**config.mk**
```make
export PLATFORM = sky130hd
export DESIGN_NAME = srisc_ctrl
export DESIGN_NICKNAME = d
export VERILOG_FILES = /design/src/design/srisc_pkg.sv /design/src/design/srisc_ctrl.sv
export SDC_FILE = /design/constraint.sdc
export NUM_CORES = 1
export LEC_CHECK = 0
export BUFFER_PORTS_ARGS = -buffer_cell sky130_fd_sc_hd__buf_2
export CAP_MARGIN = 20
export CORE_MARGIN = 2
export CORE_UTILIZATION = 30
export CTS_CLUSTER_SIZE = 8
export DETAILED_ROUTE_END_ITERATION = 10
export PLACE_DENSITY = 0.51
export REMOVE_ABC_BUFFERS = 1
export SYNTH_ARGS = -nofsm -noshare
export SYNTH_HDL_FRONTEND = slang
export SYNTH_SLANG_ARGS = --single-unit
```
**constraint.sdc**
```tcl
create_clock -name clk -period 2.2 [get_ports clk]
set_input_delay 0.44 -clock clk [delete_from_list [all_inputs] [get_ports clk]]
set_output_delay 0.44 -clock clk [all_outputs]
set_load 0.01 [all_outputs]
```
**src/design/srisc_pkg.sv**
```systemverilog
// shared types, codes and constants of the small risc step block
package srisc_pkg;

  localparam int MEM_WORDS_DEF = 65536;
  localparam int REG_COUNT     = 8;
  localparam int RIDX_W        = 3;
  localparam int WORD_W        = 32;

  // instruction field positions
  localparam int OP_LSB  = 22;
  localparam int ILL_LSB = 25;
  localparam int RA_LSB  = 19;
  localparam int RB_LSB  = 16;
  localparam int OFF_W   = 16;

  typedef enum logic [1:0] {
    ACT_LOAD = 2'd0,
    ACT_STEP = 2'd1,
    ACT_READ = 2'd2
  } action_t;

  typedef enum logic [2:0] {
    ST_DONE    = 3'd0,
    ST_HALTED  = 3'd1,
    ST_STOPPED = 3'd2,
    ST_ILLEGAL = 3'd3,
    ST_ACCESS  = 3'd4
  } status_t;

  typedef enum logic [2:0] {
    OP_ADD  = 3'd0,
    OP_NOR  = 3'd1,
    OP_LW   = 3'd2,
    OP_SW   = 3'd3,
    OP_BEQ  = 3'd4,
    OP_JALR = 3'd5,
    OP_HALT = 3'd6,
    OP_NOOP = 3'd7
  } opcode_t;

  typedef struct packed {
    logic [1:0]         action;
    logic [15:0]        address;
    logic signed [31:0] data;
  } in_item_t;

  typedef struct packed {
    logic [2:0]         status;
    logic signed [31:0] read_data;
    logic signed [31:0] program_counter;
    logic [31:0]        executed_count;
    logic               reg_written;
    logic [2:0]         reg_index;
    logic signed [31:0] reg_value;
  } out_item_t;

  typedef struct packed {
    logic accept;
    logic fetch;
    logic decode;
    logic exec;
    logic mem_wr;
    logic mem_rd;
    logic mem_cap;
    logic out_load;
  } ctrl_cmd_t;

  typedef struct packed {
    action_t in_act;
    logic    runnable;
    logic    wrap_done;
    action_t act;
    logic    is_lw;
    logic    is_sw;
  } dp_stat_t;

endpackage

```
**src/design/srisc_ctrl.sv**
```systemverilog
// sequencing state machine of the small risc step block
module srisc_ctrl (
  input  logic                  clk,
  input  logic                  rst_n,
  input  logic                  in_valid,
  output logic                  in_stall,
  output logic                  out_valid,
  input  logic                  out_stall,
  input  srisc_pkg::dp_stat_t   stat,
  output srisc_pkg::ctrl_cmd_t  cmd
);

  typedef enum logic [6:0] {
    S_IDLE    = 7'b0000001,
    S_WRAP    = 7'b0000010,
    S_DECODE  = 7'b0000100,
    S_EXEC    = 7'b0001000,
    S_LSWRAP  = 7'b0010000,
    S_MEMWAIT = 7'b0100000,
    S_OUT     = 7'b1000000
  } state_t;

  state_t state_r, state_nxt;
  logic   out_valid_r, out_valid_nxt;

  always_comb begin
    cmd           = '0;
    state_nxt     = state_r;
    out_valid_nxt = out_valid_r && out_stall;
    case (state_r)
      S_IDLE: begin
        if (in_valid) begin
          cmd.accept = 1'b1;
          case (stat.in_act)
            srisc_pkg::ACT_LOAD,
            srisc_pkg::ACT_READ: state_nxt = S_WRAP;
            srisc_pkg::ACT_STEP: begin
              if (stat.runnable) begin
                cmd.fetch = 1'b1;
                state_nxt = S_DECODE;
              end else begin
                state_nxt = S_OUT;
              end
            end
            default: state_nxt = S_OUT;
          endcase
        end
      end
      S_WRAP: begin
        if (stat.wrap_done) begin
          if (stat.act == srisc_pkg::ACT_LOAD) begin
            cmd.mem_wr = 1'b1;
            state_nxt  = S_OUT;
          end else begin
            cmd.mem_rd = 1'b1;
            state_nxt  = S_MEMWAIT;
          end
        end
      end
      S_DECODE: begin
        cmd.decode = 1'b1;
        state_nxt  = S_EXEC;
      end
      S_EXEC: begin
        cmd.exec  = 1'b1;
        state_nxt = (stat.is_lw || stat.is_sw) ? S_LSWRAP : S_OUT;
      end
      S_LSWRAP: begin
        if (stat.wrap_done) begin
          if (stat.is_sw) begin
            cmd.mem_wr = 1'b1;
            state_nxt  = S_OUT;
          end else begin
            cmd.mem_rd = 1'b1;
            state_nxt  = S_MEMWAIT;
          end
        end
      end
      S_MEMWAIT: begin
        cmd.mem_cap = 1'b1;
        state_nxt   = S_OUT;
      end
      S_OUT: begin
        if (!out_valid_r || !out_stall) begin
          cmd.out_load  = 1'b1;
          out_valid_nxt = 1'b1;
          state_nxt     = S_IDLE;
        end
      end
      default: state_nxt = S_IDLE;
    endcase
  end

  always_ff @(posedge clk) begin
    if (!rst_n) begin
      state_r     <= S_IDLE;
      out_valid_r <= 1'b0;
    end else begin
      state_r     <= state_nxt;
      out_valid_r <= out_valid_nxt;
    end
  end

  assign in_stall  = (state_r != S_IDLE);
  assign out_valid = out_valid_r;

endmodule

```
* After elaboration in Yosys (flattened, before gate mapping)
Index checks and enable logic that the tools add are counted.
Cells by class: reductions and logical operators 9, equality and inequality tests 14, muxes and demuxes 28
Operator list (count):
- 2-to-1 mux 7 bit | 8
- one-hot mux 7 bit (7 select lines) | 1
- one-hot mux 7 bit (2 select lines) | 1
- 2-to-1 mux 1 bit | 13
- 2-to-1 mux 2 bit | 4
- inequality test 2 bit, second input constant | 4
- equality test 7 x 1 -> 1 bit, second input constant | 1
- equality test 7 x 2 -> 1 bit, second input constant | 1
- equality test 7 x 3 -> 1 bit, second input constant | 1
- equality test 7 x 4 -> 1 bit, second input constant | 1
- equality test 7 x 5 -> 1 bit, second input constant | 1
- equality test 7 x 6 -> 1 bit, second input constant | 1
- equality test 7 bit, second input constant | 1
- inequality test 7 x 1 -> 1 bit, second input constant | 1
- zero test 2 bit | 2
- one-hot mux 2 bit (2 select lines) | 1
- AND reduction 4 bit | 1
- equality test 2 x 1 -> 1 bit, second input constant | 1
- equality test 2 bit, second input constant | 1
- zero test 1 bit | 2
- logical OR 1 bit | 2
- OR reduction 2 bit | 1
- logical AND 1 bit | 1
Storage, ports and cells: output and inout port bits 10, bits in registers 8

* Longest topological paths before layout
Gate-level depths: netlist of run 1.
depth after elaboration 5, depth in mapped cells 6, gate-level depth less buffers 5

* Least setup slack after synthesis of run 1
No wires, ideal clock.
path kind register to output, start register state_r[0], end output port cmd[0] (netlist bit), path slack 0.150 ns, arrival time 1.610 ns, cell stages (with the launch flop) 5, data required time 1.760 ns, path through dfxtp_1 clkbuf_1 or4b_2 or2_2 a21oi_1
RTL lines:
- start, declared | line srisc_ctrl.sv:23 | state_t state_r, state_nxt;
- start signal, assigned | line srisc_ctrl.sv:99 | state_r <= state_nxt;
- end, declared | line srisc_ctrl.sv:10 | output srisc_pkg::ctrl_cmd_t cmd

==> results of run 1 <==
==> per-layer routing <==
layer	vias up	global-route usage
li1	332	-
met3	5	0.0231
met1	291	0.207
met5	-	0
met4	0	0.100
met2	23	0.230
==> worst reg2reg max path, cell delays in order (launching register included) <==
cell	delay [ns]
dfxtp_1	0.39
or4b_4	0.52
or4_1	0.47
a32oi_1	0.26
o211ai_1	0.14
o21ai_2	0.07
==> logic make-up after synthesis <==
group / after synthesis / share of synthesized area
AOI/OAI and AO/OA: 18 / 0.220
xor gates and xnor gates: 2 / 0.0310
buffers and inverters: 9 / 0.0754
DFF: 8 / 0.284
muxes: 1 / 0.0177
and+or+nand+nor: 37 / 0.373
==> layout make-up <==
class	count	area [µm²]
fillers	197	983
multi-input cells	58	374
flip-flops and latches	8	161
repair buffers	27	150
well taps	25	31.3
clock buffers	3	22.5
inverters	6	22.5
==> placed cells by master (no fill, tap or decap), types with 2 or more instances in the layout <==
cell	n
a21boi_0	2
a21oi_1	2
inv_1	6
nand3_1	3
nand2_1	5
o21ai_0	4
nor3_1	6
nor2_1	8
clkbuf_4	3
nor4b_1	2
o211ai_1	2
nor2b_1	2
buf_4	6
or4b_4	2
dfxtp_1	7
nor3b_1	2
buf_2	21
==> flip-flops by register name (all words and copies together), names as in the netlist <==
register   cells
state_r        7
out_valid      1
==> power groups by stage <==
stage               registers [mW]  logic, mW  clock network, mW
global route                 0.171      0.229              0.127
finish                       0.169      0.203              0.118
global placement             0.171      0.204                  0
floorplan                    0.179      0.113                  0
CTS                          0.169      0.203              0.123
detailed placement           0.171      0.201                  0
==> Yosys cell counts, types with 3 or more instances <==
cell type	instances
nand3_1	3
dfxtp_1	8
nor2_1	8
nor4b_1	3
nor3_1	6
nand2_1	5
inv_1	6
o21ai_0	4
==> worst max-delay path by stage <==
stage,startpoint,end,slack [ns],cells after the start
floorplan,state_r[1]$_SDFFE_PN0P_,cmd[0],0.21,3
global placement,state_r[6]$_SDFFE_PN0P_,cmd[0],0.13,4
detailed placement,state_r[6]$_SDFFE_PN0P_,cmd[0],0.14,4
CTS,state_r[4]$_SDFFE_PN0P_,cmd[2],0.1,6
global route,state_r[1]$_SDFFE_PN0P_,cmd[6],0.02,6
finish,state_r[6]$_SDFFE_PN0P_,cmd[0],0.11,4
==> summary.md, run 1 <==
| Metric | Value |
|---|---|
| Status | completed |
| Final Cell Area | 762 µm² |
| Min Hold Slack | roughly 0.45 ns |
| Post-Synthesis Cells | 75 |
| Maximum root-to-sink buffer count | 2 |
| Worst R2R End | state_r[6]$_SDFFE_PN0P_ |
| Sequential Power Share | 0.346 |
| Vias | 651 |
| Worst R2R Path Depth | 5 |
| CP bufs+invs | 1 |
| Slew HR | 0.677 |
| Clock slew at reported path FFs | about 0.06 ns |
| Sw Pwr | around 0.18 mW |
| Worst Hold End | state_r[6]$_SDFFE_PN0P_ |
| Total clock buffers created by CTS | 3 |
| Synth cell types | 35 |
| WL met1 | ~660 µm |
| Layout cells sized above 1 | 0.353 |
| Routability congestion estimate | 0.806 |
| Share of flip-flops with an asynchronous set or reset | 0 |
| Leakage | roughly 0.34 nW |
| Worst Path Required | around 1.8 ns |
| FF+latch count, synth | 8 |
| Arrival @ worst endpoint | approximately 1.7 ns |
| CTS root buf | clkbuf_4 |
| Initial core utilization | 0.323 |
| Syn Std Cell Area | between 500 and 600 µm² |
| # port buffers | 21 |
| Vias in the first global route | between 500 and 600 |
| FMAX | about 480 MHz |
| Area after DPL | about 730 µm² |
| CP peak stage delay | slightly below 0.5 ns |
| Hold crit path type | in2reg |
| Global route total overflow | 0 |
| Final ANT Viol Nets | 0 |
| Worst path cell trace | or4b_4, or2_4, a21oi_1, buf_2 |
| Crit path max-delay cell type | or4b_4 |
| Share of Yosys cell area claimed by the top area cell type | 0.284 |
| Worst Max-Slew Pin Slew | 0.480 ns |
| Largest net degree at the start of global routing | 10 |
| Top FF cell, synth | dfxtp_1 |
| Met2 wire length | around 700 µm |
| Synth warn | 0 |
| Synth area leaders | dfxtp_1, nor3_1, nor2_1 |
| Family with the most delay on the worst path | simple AND/OR/NAND/NOR gates |
| Post-CTS resize count | 3 |
| Post-layout total power | between 0.4 and 0.5 mW |
| Chip Width | 47.4 µm |
| Clk_skew | roughly 0.005 ns |
| DIE AREA | 2240 µm² |
| Clock power share | 0.240 |
| Clk sinks | 8 |
| HPWL Detailed | 1.18 mm |
| Pwr/cell area | about 640 nW/µm² |
| Switching portion of total power | 0.364 |
| Crit path kind | reg2out |
| Postcts setup bufs | 0 |
| Final hold violation count | 0 |
| Placed cell count | ~120 |
| Cell Count, Final, Fillers Out | 127 |
| Die H | around 47 µm |
| Crit path launch type | register |
| First-pass GRT wire length | about 2.4 mm |
| H-Tree Depth | 1 |
| Max-Cap Viols | 0 |
| GRT Overall Usage | 0.155 |
| Detailed Route Iter0 Violations | 7 |
| Post-route DRC | 0 |
| Reg-to-reg startpoint | state_r[5]$_SDFFE_PN0P_ |
| CTS tree | built |
| Final Cycle Share | 0.949 |
| Std-Cell Core Area | between 1500 and 2000 µm² |
| Ports | 22 |
| Hold_sp | out_stall |
| Post-Syn Area per Cell | 7.52 µm² |
| Final core occ | 0.437 |
| Synth-to-Final Area Change | 35.0% |
| Internal | between 0.3 and 0.4 mW |
| Post-route minimum period | between 2 and 2.5 ns |
| # nets final | ~120 |
| Setup TNS Final | 0 ns |
| Final setup viols | 0 |
| Initial antenna violation count | 0 |
| Antenna Cells | 0 |
| Sequential fraction of the synthesis area | 0.284 |
| Met3 WL | about 77 µm |
| Count of pins over their slew limit | 0 |
| Wirelength per Cell | between 10 and 15 µm |
| Peak VDD IR | 0.000294 V |
| Hold Crit Depth | 3 |
| Row cnt | 15 |
| Post-synth EDFFs | 0 |
| Combinational power share | 0.414 |
| WL final | about 1.5 mm |
| Synth area leader | dfxtp_1 |
| RSZ-0062 raised after global routing | false |
| Worst setup margin | between 0.1 and 0.15 ns |
| Clk Latency, worst-skew pair | about 0.26 ns |
| CP Max Fanout | 7 |
| Max layer used | met4 |
| Setup Slack @ Placement | ~0.14 ns |
| Number of iterations in the first detailed-routing pass | 4 |
| Avg Vias per Cell | 5.13 |
| R2R setup slack | around 0.29 ns |
| CTS Hold Bufs | 0 |
| Critical Path End Type | output pin |
Power figures use the tool's default switching activity.
==> run 2: changes to the inputs <==
==> constraint.sdc (replaced) <==
create_clock -name clk -period 2.2 [get_ports clk]
set_input_delay 0.66 -clock clk [delete_from_list [all_inputs] [get_ports clk]]
set_output_delay 0.66 -clock clk [all_outputs]
set_load 0.01 [all_outputs]
==> run 2 against run 1 <==
The flow now finishes with violations (setup timing). Setup slack got worse by 0.15 ns. Register-to-register slack got worse by 0.06 ns. Fmax fell by 6.8%. Die area did not move. Clock power barely moved. Non-clock buffer count rose by 5. Critical path depth did not move. Sequential power barely moved. Hold slack improved by 0.067 ns. Clock-buffer cell count did not move. Sequential share of layout area fell by 2.6 points. First-iteration DRC count rose by 43%. Critical path type unchanged.
==> summary.md, run 2 (same netlist as run 1, synthesis figures left out) <==
| Metric | Value |
|---|---|
| Crit path kind | reg2out |
| Min Hold Slack | 0.519 ns |
| Setup TNS Final | -0.0395 ns |
| Clock slew at reported path FFs | approximately 0.05 ns |
| RSZ-0062 raised after global routing | true |
| H-Tree Depth | 1 |
| # nets final | 121 |
| Final setup viols | 1 |
| Largest Register | state_r |
| Row cnt | 15 |
| Largest net degree at the start of global routing | 10 |
| Ports | 22 |
| Vias in the first global route | 560 |
| Std-Cell Core Area | about 1700 µm² |
| CTS Hold Bufs | 0 |
| Leading cell type in the layout, fill and taps excluded | buf_2 |
| Routability congestion estimate | 0.798 |
| WL final | between 1.5 and 2 mm |
| Arrival @ worst endpoint | roughly 1.6 ns |
| Status | complete, but fails checks |
| Fillcell total | between 150 and 200 |
| Worst R2R Path Depth | 5 |
| Hold Crit Depth | 2 |
| Number of iterations in the first detailed-routing pass | 2 |
| Die H | between 40 and 50 µm |
| DIE AREA | about 2200 µm² |
| Worst Path Required | 1.54 ns |
| Peak VDD IR | about 0.00037 V |
| Initial antenna violation count | 0 |
| Clk Latency, worst-skew pair | roughly 0.27 ns |
| Hold_sp | out_valid$_SDFF_PN0_ |
| # port buffers | 21 |
| CP Max Fanout | 2 |
| Synth-to-Final Area Change | 55.2% |
| Reg-to-reg startpoint | state_r[3]$_SDFFE_PN0P_ |
| Post-route DRC | 0 |
| Leakage | between 0.3 and 0.4 nW |
| Final ANT Viol Nets | 0 |
| Clk_skew | 0.00936 ns |
| Layout cells sized above 1 | 0.486 |
| Worst R2R End | state_r[6]$_SDFFE_PN0P_ |
| Commonest non-fill, non-tap cells in the layout | buf_2, buf_4, nor2_1 |
| Max-Cap Viols | 0 |
| Wirelength per Cell | 11.9 µm |
| Critical Path End Type | output pin |
| Initial core utilization | 0.323 |
| Hold crit path type | reg2reg |
| Final hold violation count | 0 |
| CTS root buf | clkbuf_4 |
| Final Cycle Share | 1.02 |
| GRT Overall Usage | 0.160 |
| Vias | ~670 |
| Worst Hold End | state_r[6]$_SDFFE_PN0P_ |
| Worst setup margin | -0.0395 ns |
| Detailed Route Iter0 Violations | 10 |
| Crit path launch type | register |
| Max FFs per register | 7 |
| Failing checks | setup timing |
| Chip Width | between 40 and 50 µm |
| Pwr/cell area | between 600 and 700 nW/µm² |
| Clk sinks | 8 |
| HPWL Detailed | ~1.2 mm |
| Slew HR | 0.689 |
| Antenna Cells | 0 |
| CTS tree | built |
| Post-route minimum period | 2.24 ns |
| Final core occ | 0.502 |
| Maximum root-to-sink buffer count | 2 |
| Global route total overflow | 0 |
| First-pass GRT wire length | ~2.4 mm |
| FMAX | 447 MHz |
| Count of pins over their slew limit | 0 |
| Avg Vias per Cell | 5.05 |
| Worst Max-Slew Pin Slew | 0.462 ns |
| Total clock buffers created by CTS | 3 |
| R2R setup slack | around 0.23 ns |
run 2: worst max path at each step:
stage                             from                       to  slack (ns)  depth (start not counted)
5_1_grt        state_r[1]$_SDFFE_PN0P_                   cmd[0]        -0.1                          4
6_report       state_r[1]$_SDFFE_PN0P_                   cmd[0]       -0.04                          4
3_5_place_dp                   stat[4]  state_r[6]$_SDFFE_PN0P_       -0.04                          6
2_1_floorplan  state_r[1]$_SDFFE_PN0P_                   cmd[0]       -0.01                          3
3_3_place_gp                   stat[4]  state_r[6]$_SDFFE_PN0P_       0.001                          6
4_1_cts        state_r[1]$_SDFFE_PN0P_                   cmd[0]       -0.05                          4
run 2: cell type report:
class                           instances  area (µm²)  area share
Timing Repair Buffer                   32         199       0.227
Clock buffer                            3        22.5      0.0257
Sequential cell                         8         163       0.186
Inverter                                6        22.5      0.0257
Multi-Input combinational cell         58         438       0.500
Tap cell                               25        31.3      0.0357
run 2: critical path, cell delays in order, from the launching register on:
cell and delay, ns:
dfxtp_2 0.32, or4b_4 0.53, or2_4 0.25, a21oi_2 0.10, buf_2 0.14
run 2: report_power, final:
group	internal (mW)	switching (mW)
combinational	0.121	0.138
sequential	0.159	0.0101
clock	0.0628	0.0562
run 2: metal layers:
| metal | GRT usage | routed length, µm |
|---|---|---|
| met1 | 0.205 | 714 |
| met2 | 0.246 | 761 |
| met3 | 0.0731 | 80 |
| met4 | 0.0333 | 19 |
| met5 | 0 | 0 |
run 2: stage by stage:
stage | setup slack, ns | std cells | area [µm²] | total power, mW
2_1_floorplan | -0.0145 | 72 | 544 | 0.293
3_3_place_gp | 0.00146 | 128 | 756 | 0.390
3_5_place_dp | -0.0438 | 128 | 756 | 0.392
4_1_cts | -0.0500 | 132 | 826 | 0.529
5_1_grt | -0.0975 | 132 | 876 | 0.588
6_report | -0.0395 | 132 | 876 | 0.548
run 2: repair_timing:
| action | CTS | global route |
|---|---|---|
| pin swaps | 4 | 3 |
| resized for setup | 10 | 12 |
| endpoints found under the setup margin | 4 | 8 |
| buffers inserted | 1 | 0 |
==> run 3: changes to the inputs <==
--- a/config.mk
+++ b/config.mk
@@ -13,6 +13,7 @@
 export DETAILED_ROUTE_END_ITERATION = 10
 export PLACE_DENSITY = 0.51
 export REMOVE_ABC_BUFFERS = 1
+export SETUP_SLACK_MARGIN = 0.5
 export SYNTH_ARGS = -nofsm -noshare
 export SYNTH_HDL_FRONTEND = slang
 export SYNTH_SLANG_ARGS = --single-unit
==> run 3 against run 2 <==
The run still ends with setup timing left. Via count increased by 5.2%. Cell count increased by 4.5%. Setup slack improved by 0.012 ns. Clock power decreased by 3%. Total power increased by 12%. Final area increased by 13%. Critical path depth unchanged. Wire length increased by 10%. Combinational power increased by 27%. Clock-buffer cell count unchanged. Largest power group unchanged.
==> summary.md, run 3 (same netlist as run 1, synthesis figures left out) <==
| Metric | Value |
|---|---|
| Status | complete, but fails checks |
| Failing checks | setup timing |
| Crit path max-delay cell type | or4b_4 |
| CTS tree | built |
| Commonest non-fill, non-tap cells in the layout | buf_2, buf_4, inv_1, buf_6 |
| Final Cycle Share | 1.01 |
| Final setup viols | 1 |
| Count of pins over their slew limit | 0 |
| Ports | 22 |
| Sequential Power Share | 0.277 |
| Max-Cap Viols | 0 |
| Crit path kind | reg2out |
| Std-Cell Core Area | 1750 µm² |
| Clock slew at reported path FFs | about 0.050 ns |
| Post-route DRC | 0 |
| Switching portion of total power | 0.373 |
| Clock power share | 0.188 |
| Vias | between 700 and 800 |
| Arrival @ worst endpoint | approximately 1.6 ns |
| Critical Path End Type | output pin |
| Peak VDD IR | between 0.0003 and 0.0004 V |
| Worst R2R Path Depth | 5 |
| # nets final | ~130 |
| # port buffers | 21 |
| WL final | between 1.5 and 2 mm |
| Chip Width | 47.4 µm |
| Worst setup margin | -0.0278 ns |
| Final hold violation count | 0 |
| Worst path cell trace | or4b_4, or2_4, a21oi_2, buf_2 |
| Detailed Route Iter0 Violations | 6 |
| Slew HR | 0.711 |
| R2R setup slack | 0.27 ns |
| Largest net degree at the start of global routing | 10 |
| Maximum root-to-sink buffer count | 2 |
| Largest Register | state_r |
| CP Max Fanout | 2 |
| Synth-to-Final Area Change | 75.6% |
| Leakage | 0.420 nW |
| Row cnt | 15 |
| Routability congestion estimate | around 0.8 |
| H-Tree Depth | 1 |
| Crit path launch type | register |
| Antenna Cells | 0 |
| GRT Overall Usage | 0.174 |
| Max FFs per register | 7 |
| Hold Crit Depth | 2 |
| Initial core utilization | 0.323 |
| RSZ-0062 raised after global routing | true |
| Worst Hold End | state_r[6]$_SDFFE_PN0P_ |
| HPWL Detailed | between 1 and 1.5 mm |
| CTS root buf | clkbuf_4 |
| Clk_skew | around 0.012 ns |
| Worst Max-Slew Pin Slew | between 0.4 and 0.5 ns |
| Sw Pwr | around 0.23 mW |
| Number of iterations in the first detailed-routing pass | 4 |
| Internal | 0.384 mW |
| Reg-to-reg startpoint | state_r[3]$_SDFFE_PN0P_ |
| Layout cells sized above 1 | 0.593 |
| Hold_sp | out_valid$_SDFF_PN0_ |
| DIE AREA | about 2200 µm² |
| Fillcell total | between 150 and 200 |
| Wirelength per Cell | roughly 13 µm |
| Worst Path Required | 1.54 ns |
| Setup Slack @ Placement | -0.0438 ns |
| Initial antenna violation count | 0 |
| Worst R2R End | state_r[6]$_SDFFE_PN0P_ |
| Global route total overflow | 0 |
| Die H | 47.4 µm |
| Pwr/cell area | about 620 nW/µm² |
| Total clock buffers created by CTS | 3 |
| Final core occ | 0.568 |
| Avg Vias per Cell | slightly above 5 |
| Post-route minimum period | between 2 and 2.5 ns |
| Final ANT Viol Nets | 0 |
| Leading cell type in the layout, fill and taps excluded | buf_2 |
| Hold crit path type | reg2reg |
| Vias in the first global route | between 600 and 700 |
| First-pass GRT wire length | approximately 2.7 mm |
| CP peak stage delay | roughly 0.53 ns |
| Clk Latency, worst-skew pair | about 0.26 ns |
| Combinational power share | 0.535 |
| FMAX | ~450 MHz |
| Clk sinks | 8 |
[run 3: cell count changes in the layout (fill, tap and decap cells not counted), moves of 2 or more]
cell and delta:
buf_6 +3, nor2_1 -2, nand3_2 -2, nand3_4 +2, dfxtp_1 -3, buf_4 +6
nor2_2 +2, dfxtp_2 +3, buf_2 -3
[run 3: power by group through the flow]
stage	logic, mW	registers (mW)	clock network [mW]
after global routing	0.355	0.171	0.132
final	0.328	0.170	0.115
after detailed placement	0.223	0.169	0
after floorplan	0.113	0.179	0
after global placement	0.221	0.169	0
after CTS	0.302	0.168	0.123
[run 3: cell type report]
type | count | area, µm² | share of cell area
clock buffers | 3 | 22.5 | 0.0227
inverters | 6 | 22.5 | 0.0227
multi-input cells | 58 | 485 | 0.490
flip-flops and latches | 8 | 166 | 0.168
well taps | 25 | 31.3 | 0.0316
repair buffers | 38 | 263 | 0.265
[run 3: worst max-delay path by stage]
stage / from / to / slack, ns / depth (start not counted)
2_1_floorplan: state_r[1]$_SDFFE_PN0P_ / cmd[0] / -0.01 / 3
3_3_place_gp: stat[4] / state_r[6]$_SDFFE_PN0P_ / 0.001 / 6
3_5_place_dp: stat[4] / state_r[6]$_SDFFE_PN0P_ / -0.04 / 6
4_1_cts: state_r[1]$_SDFFE_PN0P_ / cmd[0] / -0.05 / 4
5_1_grt: state_r[1]$_SDFFE_PN0P_ / cmd[0] / -0.1 / 4
6_report: state_r[1]$_SDFFE_PN0P_ / cmd[0] / -0.03 / 4
[run 3: per-layer routing]
metal / vias up / GRT usage / share of wire
met2: 15 / 0.281 / 0.53
met1: 329 / 0.210 / 0.42
met5: - / 0 / 0
met3: 0 / 0.0769 / 0.050
li1: 358 / - / -
met4: 0 / 0.0444 / 0
[run 3: what timing repair did]
item	in CTS	in global routing
hold buffers	0	0
buffers inserted	5	2
gates resized for setup	29	9
endpoints found under the hold margin	0	0
pin swaps	7	5
gates cloned	0	0
endpoints found under the setup margin	13	13
[run 3: worst max-delay path, delay by kind of cell (launching register included)]
kind,cells,cell delay (ns)
AOI/OAI and AO/OA,1,0.10
buffers and inverters,1,0.14
DFF,1,0.32
and+or+nand+nor,2,0.78
[run 3: per-stage QoR]
stage          cells  setup TNS (ns)  hold WS [ns]  cell area (µm²)  power [mW]
6_report         138         -0.0278         0.516              991       0.613
3_5_place_dp     128         -0.0557         0.508              756       0.392
3_3_place_gp     128               0         0.509              756       0.390
4_1_cts          136         -0.0500         0.530              938       0.592
5_1_grt          138          -0.292         0.545              991       0.658
2_1_floorplan     72         -0.0145         0.496              544       0.293
